<file path="src/rtl/core/assert_macros.svh">
// Assertion macros shared by the RTL in this folder.
// Assumes the including module has clk_i and the active-low reset rst_ni.
`ifndef ASSERT_MACROS_SVH
`define ASSERT_MACROS_SVH

// Checked on every rising clock edge, off while reset is asserted.
`define ASSERT_RST(lbl, prop, msg) \
  lbl: assert property (@(posedge clk_i) disable iff (!rst_ni) (prop)) else $error(msg);

// Checked on every rising clock edge, reset included.
`define ASSERT_ALWAYS(lbl, prop, msg) \
  lbl: assert property (@(posedge clk_i) (prop)) else $error(msg);

`endif

</file>
<file path="src/rtl/core/btok_pkg.sv">
// Package for the boot menu config tokenizer: sizes, record and fault codes,
// parser mode and number phase codes, keyword character tables. No dependencies.
package btok_pkg;

  // Sizes
  localparam int unsigned MaxEntries    = 16;
  localparam int unsigned NameSize      = 32;
  localparam int unsigned PathSize      = 64;
  localparam int unsigned ValueCapacity = 64;

  // Record kinds
  localparam logic [2:0] KindNameChar = 3'd0;
  localparam logic [2:0] KindPathChar = 3'd1;
  localparam logic [2:0] KindNameDone = 3'd2;
  localparam logic [2:0] KindPathDone = 3'd3;
  localparam logic [2:0] KindTimeout  = 3'd4;
  localparam logic [2:0] KindError    = 3'd5;

  // Fault codes
  localparam logic [1:0] FaultTooLong   = 2'd0;
  localparam logic [1:0] FaultNoEntry   = 2'd1;
  localparam logic [1:0] FaultTooMany   = 2'd2;

  // Parser modes
  localparam logic [1:0] ModeKey   = 2'd0;
  localparam logic [1:0] ModeValue = 2'd1;
  localparam logic [1:0] ModeName  = 2'd2;

  // Number phases
  localparam logic [1:0] PhBlanks = 2'd0;
  localparam logic [1:0] PhDigits = 2'd1;
  localparam logic [1:0] PhDone   = 2'd2;

  localparam logic [7:0] EntryNone = 8'hff;

  // Characters
  localparam logic [7:0] ChNul   = 8'h00;
  localparam logic [7:0] ChLf    = 8'h0a;
  localparam logic [7:0] ChHash  = 8'h23;
  localparam logic [7:0] ChEq    = 8'h3d;
  localparam logic [7:0] ChPlus  = 8'h2b;
  localparam logic [7:0] ChMinus = 8'h2d;
  localparam logic [7:0] ChZero  = 8'h30;
  localparam logic [7:0] ChNine  = 8'h39;

  localparam logic [7:0] TimeoutLen = 8'd7;
  localparam logic [7:0] PathLen    = 8'd4;

  function automatic logic [7:0] timeout_char(input logic [2:0] idx);
    logic [7:0] c;
    unique case (idx)
      3'd0:    c = 8'h54; // T
      3'd1:    c = 8'h49; // I
      3'd2:    c = 8'h4d; // M
      3'd3:    c = 8'h45; // E
      3'd4:    c = 8'h4f; // O
      3'd5:    c = 8'h55; // U
      3'd6:    c = 8'h54; // T
      default: c = 8'h00;
    endcase
    return c;
  endfunction

  function automatic logic [7:0] path_char(input logic [1:0] idx);
    logic [7:0] c;
    unique case (idx)
      2'd0:    c = 8'h50; // P
      2'd1:    c = 8'h41; // A
      2'd2:    c = 8'h54; // T
      default: c = 8'h48; // H
    endcase
    return c;
  endfunction

  // Blanks skipped ahead of a number: space, tab, VT, FF, CR.
  function automatic logic is_blank(input logic [7:0] b);
    return (b == 8'h20) || (b == 8'h09) || (b == 8'h0b) || (b == 8'h0c) || (b == 8'h0d);
  endfunction

endpackage

</file>
<file path="src/rtl/core/boot_menu_config_tokenizer.sv">
// Boot menu config tokenizer: byte-stream parser producing name, path and
// timeout records. Depends on btok_pkg and assert_macros.svh.
//
// Usage:
//   Input channel (in_valid_i / in_stall_o) carries one file byte per
//   transaction plus start_of_file_i, which clears the parser before that
//   byte is handled. A zero byte ends the file and halts the parser; bytes
//   are then dropped until a transaction with start_of_file_i set.
//   Output channel (out_valid_o / out_stall_i) carries at most one record per
//   input byte: name/path characters, completion records, timeout values or
//   an error, after which the parser halts as well.
//   Throughput: one byte per cycle while the receiver does not stall. A byte
//   goes into an input register; the parser state and result register take
//   it once the result register is empty or not stalled, and hold its record.
//   When the receiver stalls, the record is held in the result register and
//   one more byte waits in the input register; then in_stall_o rises.
//   Reset clears the parser to key mode with no entry and both registers empty.
`include "assert_macros.svh"

module boot_menu_config_tokenizer #(
  parameter int unsigned MaxEntries    = btok_pkg::MaxEntries,
  parameter int unsigned NameSize      = btok_pkg::NameSize,
  parameter int unsigned PathSize      = btok_pkg::PathSize,
  parameter int unsigned ValueCapacity = btok_pkg::ValueCapacity
) (
  input  logic               clk_i,
  input  logic               rst_ni,
  input  logic               in_valid_i,
  output logic               in_stall_o,
  input  logic [7:0]         in_byte_i,
  input  logic               start_of_file_i,
  output logic               out_valid_o,
  input  logic               out_stall_i,
  output logic [2:0]         record_kind_o,
  output logic [3:0]         entry_number_o,
  output logic [5:0]         char_position_o,
  output logic [7:0]         char_value_o,
  output logic signed [31:0] timeout_number_o,
  output logic [1:0]         fault_code_o
);

  localparam logic [5:0] NameKeep = 6'(NameSize - 1);
  localparam logic [5:0] PathKeep = 6'(PathSize - 1);
  localparam logic [5:0] CapLimit = 6'(ValueCapacity - 1);
  localparam logic [7:0] MaxEnt   = 8'(MaxEntries);

  // Input register
  logic       in_vld_q;
  logic [7:0] in_byte_q;
  logic       in_sof_q;

  // Result register
  logic        out_vld_q;
  logic [2:0]  kind_q, kind_d;
  logic [3:0]  entry_q, entry_d;
  logic [5:0]  pos_q, pos_d;
  logic [7:0]  char_q, char_d;
  logic [31:0] num_q, num_d;
  logic [1:0]  fault_q, fault_d;
  logic        res_vld_d;

  // Parser state
  logic [1:0]  mode_q, mode_d;
  logic        skip_q, skip_d;
  logic [7:0]  klen_q, klen_d;
  logic        kwrap_q, kwrap_d;
  logic        tok_q, tok_d;
  logic        pok_q, pok_d;
  logic        visp_q, visp_d;
  logic [5:0]  vcnt_q, vcnt_d;
  logic [7:0]  cur_entry_q, cur_entry_d;
  logic [1:0]  phase_q, phase_d;
  logic        neg_q, neg_d;
  logic [31:0] acc_q, acc_d;
  logic        halted_q, halted_d;

  logic in_accept, proc_go, fire;

  assign proc_go   = !out_vld_q || !out_stall_i;
  assign fire      = in_vld_q && proc_go;
  assign in_stall_o = in_vld_q && !proc_go;
  assign in_accept = in_valid_i && !in_stall_o;

  always_comb begin
    logic [1:0]  c_mode;
    logic        c_skip;
    logic [7:0]  c_klen;
    logic        c_kwrap;
    logic        c_tok;
    logic        c_pok;
    logic        c_visp;
    logic [5:0]  c_vcnt;
    logic [7:0]  c_entry;
    logic [1:0]  c_phase;
    logic        c_neg;
    logic [31:0] c_acc;
    logic        c_halted;
    logic [7:0]  b;
    logic [7:0]  target;
    logic        is_name;
    logic [5:0]  keep;
    logic [5:0]  kept;
    logic        digit;
    logic [31:0] acc_next;

    b = in_byte_q;
    // start of file: parse from reset values
    if (in_sof_q) begin
      c_mode = btok_pkg::ModeKey;    c_skip = 1'b0;
      c_klen = 8'd0;                 c_kwrap = 1'b0;
      c_tok = 1'b1;                  c_pok = 1'b1;
      c_visp = 1'b0;                 c_vcnt = 6'd0;
      c_entry = btok_pkg::EntryNone; c_phase = btok_pkg::PhBlanks;
      c_neg = 1'b0;                  c_acc = 32'd0;
      c_halted = 1'b0;
    end else begin
      c_mode = mode_q;       c_skip = skip_q;
      c_klen = klen_q;       c_kwrap = kwrap_q;
      c_tok = tok_q;         c_pok = pok_q;
      c_visp = visp_q;       c_vcnt = vcnt_q;
      c_entry = cur_entry_q; c_phase = phase_q;
      c_neg = neg_q;         c_acc = acc_q;
      c_halted = halted_q;
    end

    mode_d = c_mode;   skip_d = c_skip;   klen_d = c_klen;   kwrap_d = c_kwrap;
    tok_d = c_tok;     pok_d = c_pok;     visp_d = c_visp;   vcnt_d = c_vcnt;
    cur_entry_d = c_entry; phase_d = c_phase; neg_d = c_neg; acc_d = c_acc;
    halted_d = c_halted;

    res_vld_d = 1'b0;
    kind_d    = btok_pkg::KindNameChar;
    entry_d   = 4'd0;
    pos_d     = 6'd0;
    char_d    = 8'd0;
    num_d     = 32'd0;
    fault_d   = btok_pkg::FaultTooLong;

    target   = (c_entry == btok_pkg::EntryNone) ? 8'd0 : c_entry + 8'd1;
    is_name  = (c_mode == btok_pkg::ModeName);
    keep     = is_name ? NameKeep : PathKeep;
    kept     = (c_vcnt < keep) ? c_vcnt : keep;
    digit    = (b >= btok_pkg::ChZero) && (b <= btok_pkg::ChNine);
    // acc * 10 + digit, as shifts and adds
    acc_next = {c_acc[28:0], 3'b000} + {c_acc[30:0], 1'b0} + {24'd0, b - btok_pkg::ChZero};

    if (!c_halted) begin
      priority if (b == btok_pkg::ChNul) begin
        halted_d = 1'b1;
      end else if (c_skip) begin
        skip_d = 1'b0;
      end else if (c_mode == btok_pkg::ModeKey) begin
        priority if (b == btok_pkg::ChLf) begin
          klen_d = 8'd0; kwrap_d = 1'b0; tok_d = 1'b1; pok_d = 1'b1;
        end else if (b == btok_pkg::ChHash) begin
          mode_d = btok_pkg::ModeName;
          skip_d = 1'b1;
          vcnt_d = 6'd0;
        end else if (b == btok_pkg::ChEq && c_klen == btok_pkg::TimeoutLen && c_tok) begin
          mode_d  = btok_pkg::ModeValue;
          visp_d  = 1'b0;
          vcnt_d  = 6'd0;
          phase_d = btok_pkg::PhBlanks;
          neg_d   = 1'b0;
          acc_d   = 32'd0;
        end else if (b == btok_pkg::ChEq && c_klen == btok_pkg::PathLen && c_pok) begin
          mode_d = btok_pkg::ModeValue;
          visp_d = 1'b1;
          vcnt_d = 6'd0;
        end else begin
          // unmatched '=' falls through as key text
          if (!c_kwrap) begin
            if (c_klen < btok_pkg::TimeoutLen && b != btok_pkg::timeout_char(c_klen[2:0]))
              tok_d = 1'b0;
            if (c_klen < btok_pkg::PathLen && b != btok_pkg::path_char(c_klen[1:0]))
              pok_d = 1'b0;
          end
          klen_d = c_klen + 8'd1;
          if (c_klen == 8'hff) kwrap_d = 1'b1;
        end
      end else begin
        priority if (c_vcnt >= CapLimit) begin
          halted_d  = 1'b1;
          res_vld_d = 1'b1;
          kind_d    = btok_pkg::KindError;
          fault_d   = btok_pkg::FaultTooLong;
        end else if (b == btok_pkg::ChLf) begin
          mode_d = btok_pkg::ModeKey;
          vcnt_d = 6'd0;
          klen_d = 8'd0; kwrap_d = 1'b0; tok_d = 1'b1; pok_d = 1'b1;
          res_vld_d = 1'b1;
          priority if (is_name) begin
            if (target >= MaxEnt) begin
              halted_d = 1'b1;
              kind_d   = btok_pkg::KindError;
              fault_d  = btok_pkg::FaultTooMany;
            end else begin
              cur_entry_d = target;
              kind_d  = btok_pkg::KindNameDone;
              entry_d = target[3:0];
              pos_d   = kept;
            end
          end else if (c_visp) begin
            if (c_entry == btok_pkg::EntryNone) begin
              halted_d = 1'b1;
              kind_d   = btok_pkg::KindError;
              fault_d  = btok_pkg::FaultNoEntry;
            end else begin
              kind_d  = btok_pkg::KindPathDone;
              entry_d = c_entry[3:0];
              pos_d   = kept;
            end
          end else begin
            kind_d = btok_pkg::KindTimeout;
            num_d  = c_neg ? (32'd0 - c_acc) : c_acc;
          end
        end else begin
          vcnt_d = c_vcnt + 6'd1;
          priority if (is_name) begin
            if (target < MaxEnt && c_vcnt < keep) begin
              res_vld_d = 1'b1;
              kind_d    = btok_pkg::KindNameChar;
              entry_d   = target[3:0];
              pos_d     = c_vcnt;
              char_d    = b;
            end
          end else if (c_visp) begin
            if (c_entry != btok_pkg::EntryNone && c_vcnt < keep) begin
              res_vld_d = 1'b1;
              kind_d    = btok_pkg::KindPathChar;
              entry_d   = c_entry[3:0];
              pos_d     = c_vcnt;
              char_d    = b;
            end
          end else begin
            // atoi-style number feed
            if (c_phase == btok_pkg::PhBlanks) begin
              priority if (btok_pkg::is_blank(b)) begin
                phase_d = c_phase;
              end else if (b == btok_pkg::ChPlus || b == btok_pkg::ChMinus) begin
                neg_d   = (b == btok_pkg::ChMinus);
                phase_d = btok_pkg::PhDigits;
              end else if (digit) begin
                phase_d = btok_pkg::PhDigits;
                acc_d   = acc_next;
              end else begin
                phase_d = btok_pkg::PhDone;
              end
            end else if (c_phase == btok_pkg::PhDigits) begin
              if (digit) acc_d = acc_next;
              else       phase_d = btok_pkg::PhDone;
            end
          end
        end
      end
    end
  end

  always_ff @(posedge clk_i or negedge rst_ni) begin
    if (!rst_ni) begin
      in_vld_q <= 1'b0;
    end else if (in_accept) begin
      in_vld_q <= 1'b1;
    end else if (fire) begin
      in_vld_q <= 1'b0;
    end
  end

  always_ff @(posedge clk_i) begin
    if (in_accept) begin
      in_byte_q <= in_byte_i;
      in_sof_q  <= start_of_file_i;
    end
  end

  always_ff @(posedge clk_i or negedge rst_ni) begin
    if (!rst_ni) begin
      mode_q      <= btok_pkg::ModeKey;
      skip_q      <= 1'b0;
      klen_q      <= 8'd0;
      kwrap_q     <= 1'b0;
      tok_q       <= 1'b1;
      pok_q       <= 1'b1;
      visp_q      <= 1'b0;
      vcnt_q      <= 6'd0;
      cur_entry_q <= btok_pkg::EntryNone;
      phase_q     <= btok_pkg::PhBlanks;
      neg_q       <= 1'b0;
      acc_q       <= 32'd0;
      halted_q    <= 1'b0;
    end else if (fire) begin
      mode_q      <= mode_d;
      skip_q      <= skip_d;
      klen_q      <= klen_d;
      kwrap_q     <= kwrap_d;
      tok_q       <= tok_d;
      pok_q       <= pok_d;
      visp_q      <= visp_d;
      vcnt_q      <= vcnt_d;
      cur_entry_q <= cur_entry_d;
      phase_q     <= phase_d;
      neg_q       <= neg_d;
      acc_q       <= acc_d;
      halted_q    <= halted_d;
    end
  end

  always_ff @(posedge clk_i or negedge rst_ni) begin
    if (!rst_ni) begin
      out_vld_q <= 1'b0;
    end else if (proc_go) begin
      out_vld_q <= fire && res_vld_d;
    end
  end

  always_ff @(posedge clk_i) begin
    if (fire && res_vld_d) begin
      kind_q  <= kind_d;
      entry_q <= entry_d;
      pos_q   <= pos_d;
      char_q  <= char_d;
      num_q   <= num_d;
      fault_q <= fault_d;
    end
  end

  assign out_valid_o      = out_vld_q;
  assign record_kind_o    = kind_q;
  assign entry_number_o   = entry_q;
  assign char_position_o  = pos_q;
  assign char_value_o     = char_q;
  assign timeout_number_o = $signed(num_q);
  assign fault_code_o     = fault_q;

  `ASSERT_RST(a_err_halts, fire && res_vld_d && kind_d == btok_pkg::KindError |=> halted_q,
              "error record did not halt the parser")
  `ASSERT_RST(a_halt_quiet, fire && halted_q && !in_sof_q |-> !res_vld_d,
              "halted parser produced a record")
  `ASSERT_RST(a_skip_in_name, skip_q |-> mode_q == btok_pkg::ModeName,
              "pending byte drop outside name mode")
  `ASSERT_RST(a_vcnt_bound, vcnt_q <= CapLimit, "value count beyond capacity")
  `ASSERT_RST(a_no_entry_tag,
              out_vld_q && (kind_q == btok_pkg::KindTimeout || kind_q == btok_pkg::KindError)
              |-> entry_q == 4'd0 && pos_q == 6'd0 && char_q == 8'd0,
              "timeout or error record carries entry fields")

endmodule

</file>
<file path="config.mk">
export PLATFORM = sky130hd
export DESIGN_NAME = boot_menu_config_tokenizer
export DESIGN_NICKNAME = d
export VERILOG_FILES = /design/src/rtl/core/btok_pkg.sv /design/src/rtl/core/boot_menu_config_tokenizer.sv
export VERILOG_INCLUDE_DIRS = /design/src /design/src/rtl/core
export SDC_FILE = /design/constraint.sdc
export NUM_CORES = 1
export LEC_CHECK = 0
export BUFFER_PORTS_ARGS = -buffer_cell sky130_fd_sc_hd__buf_2
export CORE_ASPECT_RATIO = 2
export CORE_UTILIZATION = 60
export DETAILED_ROUTE_END_ITERATION = 8
export PLACE_DENSITY = 0.79
export RECOVER_POWER = 50
export SYNTH_ARGS = -nofsm -noshare
export SYNTH_HDL_FRONTEND = slang
export SYNTH_SLANG_ARGS = --single-unit
</file>
<file path="constraint.sdc">
create_clock -name clk_i -period 11.5 [get_ports clk_i]
set_clock_uncertainty 0.2 [all_clocks]
set_input_delay 0.575 -clock clk_i [delete_from_list [all_inputs] [get_ports clk_i]]
set_output_delay 0.575 -clock clk_i [all_outputs]
set_load 0.01 [all_outputs]
</file>
==> flow_summary.json <==
{
  "status": "finished with violations",
  "violations": "max-capacitance violations, max-slew violations",
  "area_growth_pct": 10.0,
  "drive_above_1_share_pct": 6.55,
  "relSlewSlack_pct": -160,
  "place_area_um2": 10100,
  "synth_largest_area_cell": "edfxtp_1",
  "ctsLongestPathBuffers": 2,
  "cts_buffers": 17,
  "route.detailed.drc": 0,
  "pwr-share-seq_pct": 42.5,
  "tns_ns": 0,
  "cp.arrival_ns": 6.95,
  "ant_nets": 0,
  "synth_area_um2": 9670,
  "crit_path_max_incr_delay_ns": 1.85,
  "r2r_slack_ns": 4.44,
  "required_ns": 11.39,
  "coreArea_um2": 15800,
  "fin_crit_sh_pct": 61.4,
  "antenna_found_initial": 0,
  "fin_util_pct": 67.4,
  "cts-root-buf": "clkbuf_16",
  "dr_total_vias": 8946,
  "die_w_um": 91.8,
  "ys_top_cells_by_area": "edfxtp_1, dfrtp_1, ha_1",
  "grt_pass1_wl_um": 46400,
  "syn_area_per_cell_um2": 9.07,
  "timing.final.crit_period_ns": 7.06,
  "grt_pass1_vias": 8988,
  "firstDrtPassIters": 8,
  "cts_sinks": 131,
  "p_sw_share_pct": 25.1,
  "p_per_area_nw_per_um2": 116,
  "cts_tree": "done",
  "peakVddDrop_v": 0.0000747,
  "die_area_um2": 16700,
  "p_int_w": 0.000925,
  "synthCells": 1066,
  "synth_common_cells": "nor2_1, nand2_1, ha_1",
  "dp_hpwl_um": 21400,
  "h-tree-depth": 4,
  "max_freq_mhz": 142,
  "p_clk_share_pct": 46.6,
  "ys_seq_area_share_pct": 37.3,
  "cts_setup_buffers": 0,
  "p_leak_nw": 4.53,
  "synth_most_common_cell": "nor2_1",
  "crit_chain": "clkbuf_1 -> clkbuf_1 -> or2_2 -> ha_1 -> nand2b_1 -> a2111oi_0 -> o31ai_1 -> a21oi_2 -> or2_2 -> a21oi_1 -> nor2_4 -> buf_4",
  "yosys_warnings": 0,
  "clk_pin_slew_worst_paths_ns": 0.06,
  "synth_edf_count": 64,
  "grt_max_degree": 68,
  "layout.nets": 1201,
  "endpoint_kind": "register",
  "startpoint_type": "register",
  "drtIter0Drc": 777,
  "track_usage_pct": 36.6,
  "fin_area_um2": 10600,
  "routedWlPerCell_um": 21.9,
  "postCtsHoldBufs": 0,
  "rsz0062_at_grt": "false",
  "viasPerCell": 6.73,
  "p_switching_w": 0.000310,
  "numPortBuffers": 69,
  "hold_path_class": "in2reg",
  "maxCapViolCount": 3,
  "setup_ws_ns": 4.44,
  "tightestPinTransition_ns": 3.91,
  "cp_slowest_cell": "clkbuf_1",
  "cts_resized": 0,
  "synthDistinctLibCells": 82,
  "pwr-share-comb_pct": 10.9,
  "path_buf_inv": 3,
  "worstPathMaxFanout": 58,
  "rows": 65,
  "synth_top_area_share_pct": 19.9,
  "io_pins": 70,
  "drv_slew": 127,
  "drt-total-wl_um": 29100,
  "num_antenna_cells": 0,
  "synth-main-ff-cell": "edfxtp_1",
  "synth-seq-cells": 131,
  "critPathTopFamily": "buffers and inverters",
  "setup_viol_count_final": 0,
  "clk_latency_ns": 0.44,
  "worstSetupPathType": "reg2reg",
  "grt_overflow_total": 0,
  "die-height_um": 182,
  "initial_core_util_pct": 61.3,
  "final_hold_viol_count": 0,
  "place.gp.congestion": 0.987,
  "dp_slack_ns": 6.70,
  "ys_async_sr_fraction_pct": 51.1,
  "synth_nets": 1151
}
==> registers in the layout, summed over array words and instances (netlist names), 3 cells and up <==
name,cells
in_byte_q,8
vcnt_q,6
char_value_o,8
acc_q,32
char_position_o,6
cur_entry_q,8
timeout_number_o,32
klen_q,8
record_kind_o,3
entry_number_o,4
==> routing by layer <==
| layer | track usage, % | part of all wire [%] |
|---|---|---|
| met5 | 0 | 0 |
| met3 | 5.65 | 5.5 |
| met2 | 67.8 | 54 |
| met4 | 24.0 | 6.9 |
| met1 | 37.0 | 33 |
==> through the flow <==
step                      power, W  cells  hold slack, ns
after detailed placement  0.000663   1298           0.302
after global placement    0.000660   1298           0.288
after global routing       0.00127   1330           0.112
after CTS                  0.00123   1330           0.112
after floorplan           0.000624   1066          0.0794
final                      0.00123   1330           0.116
==> final timing paths <==
| check | startpoint | end | cells after the start |
|---|---|---|---|
| max | in_sof_q | char_value_o[5] | 12 |
| min | in_byte_i[7] | in_byte_q[7] | 1 |
| max reg2reg | in_sof_q | char_value_o[5] | 12 |
| min reg2reg | pok_q | pok_q | 1 |
| max in group asynchronous | rst_ni | acc_q[2] | 2 |
| min in group asynchronous | rst_ni | klen_q[0] | 2 |
==> cell families after synthesis <==
logic type | after synthesis | share of synthesized area (%)
buffers and inverters | 83 | 3.69
adder cells (fa/ha/maj) | 72 | 9.78
AND/OR/NAND/NOR | 407 | 21.5
multiplexers | 5 | 0.531
flip-flops | 131 | 37.3
XOR/XNOR | 61 | 5.53
AO/OA/AOI/OAI | 307 | 21.7
==> cell type report <==
type,instances,area (um2)
fill,1333,5140
clock inverter,5,125
inverter,35,131
tap,201,251
clock buffer,27,483
timing repair buffer,79,333
multi-input combinational,852,5700
sequential,131,3610
==> cells in the final DEF (no fill, tap or decap), drive strengths merged, types with 36 or more instances in the layout <==
cell type    n
nor2       103
xor2        39
o21ai       67
clkbuf      89
nor2b       39
nand2       92
nand3       36
edfxtp      64
ha          66
dfrtp       57
a21oi       65
==> power groups by stage <==
stage          clock [W]  combinational (W)  sequential, W
2_1_floorplan          0           0.000102       0.000522
3_3_place_gp           0           0.000129       0.000531
3_5_place_dp           0           0.000131       0.000531
4_1_cts         0.000575           0.000134       0.000523
5_1_grt         0.000593           0.000150       0.000525
6_report        0.000575           0.000135       0.000524
Note: power is estimated with default switching activity, not from simulation.
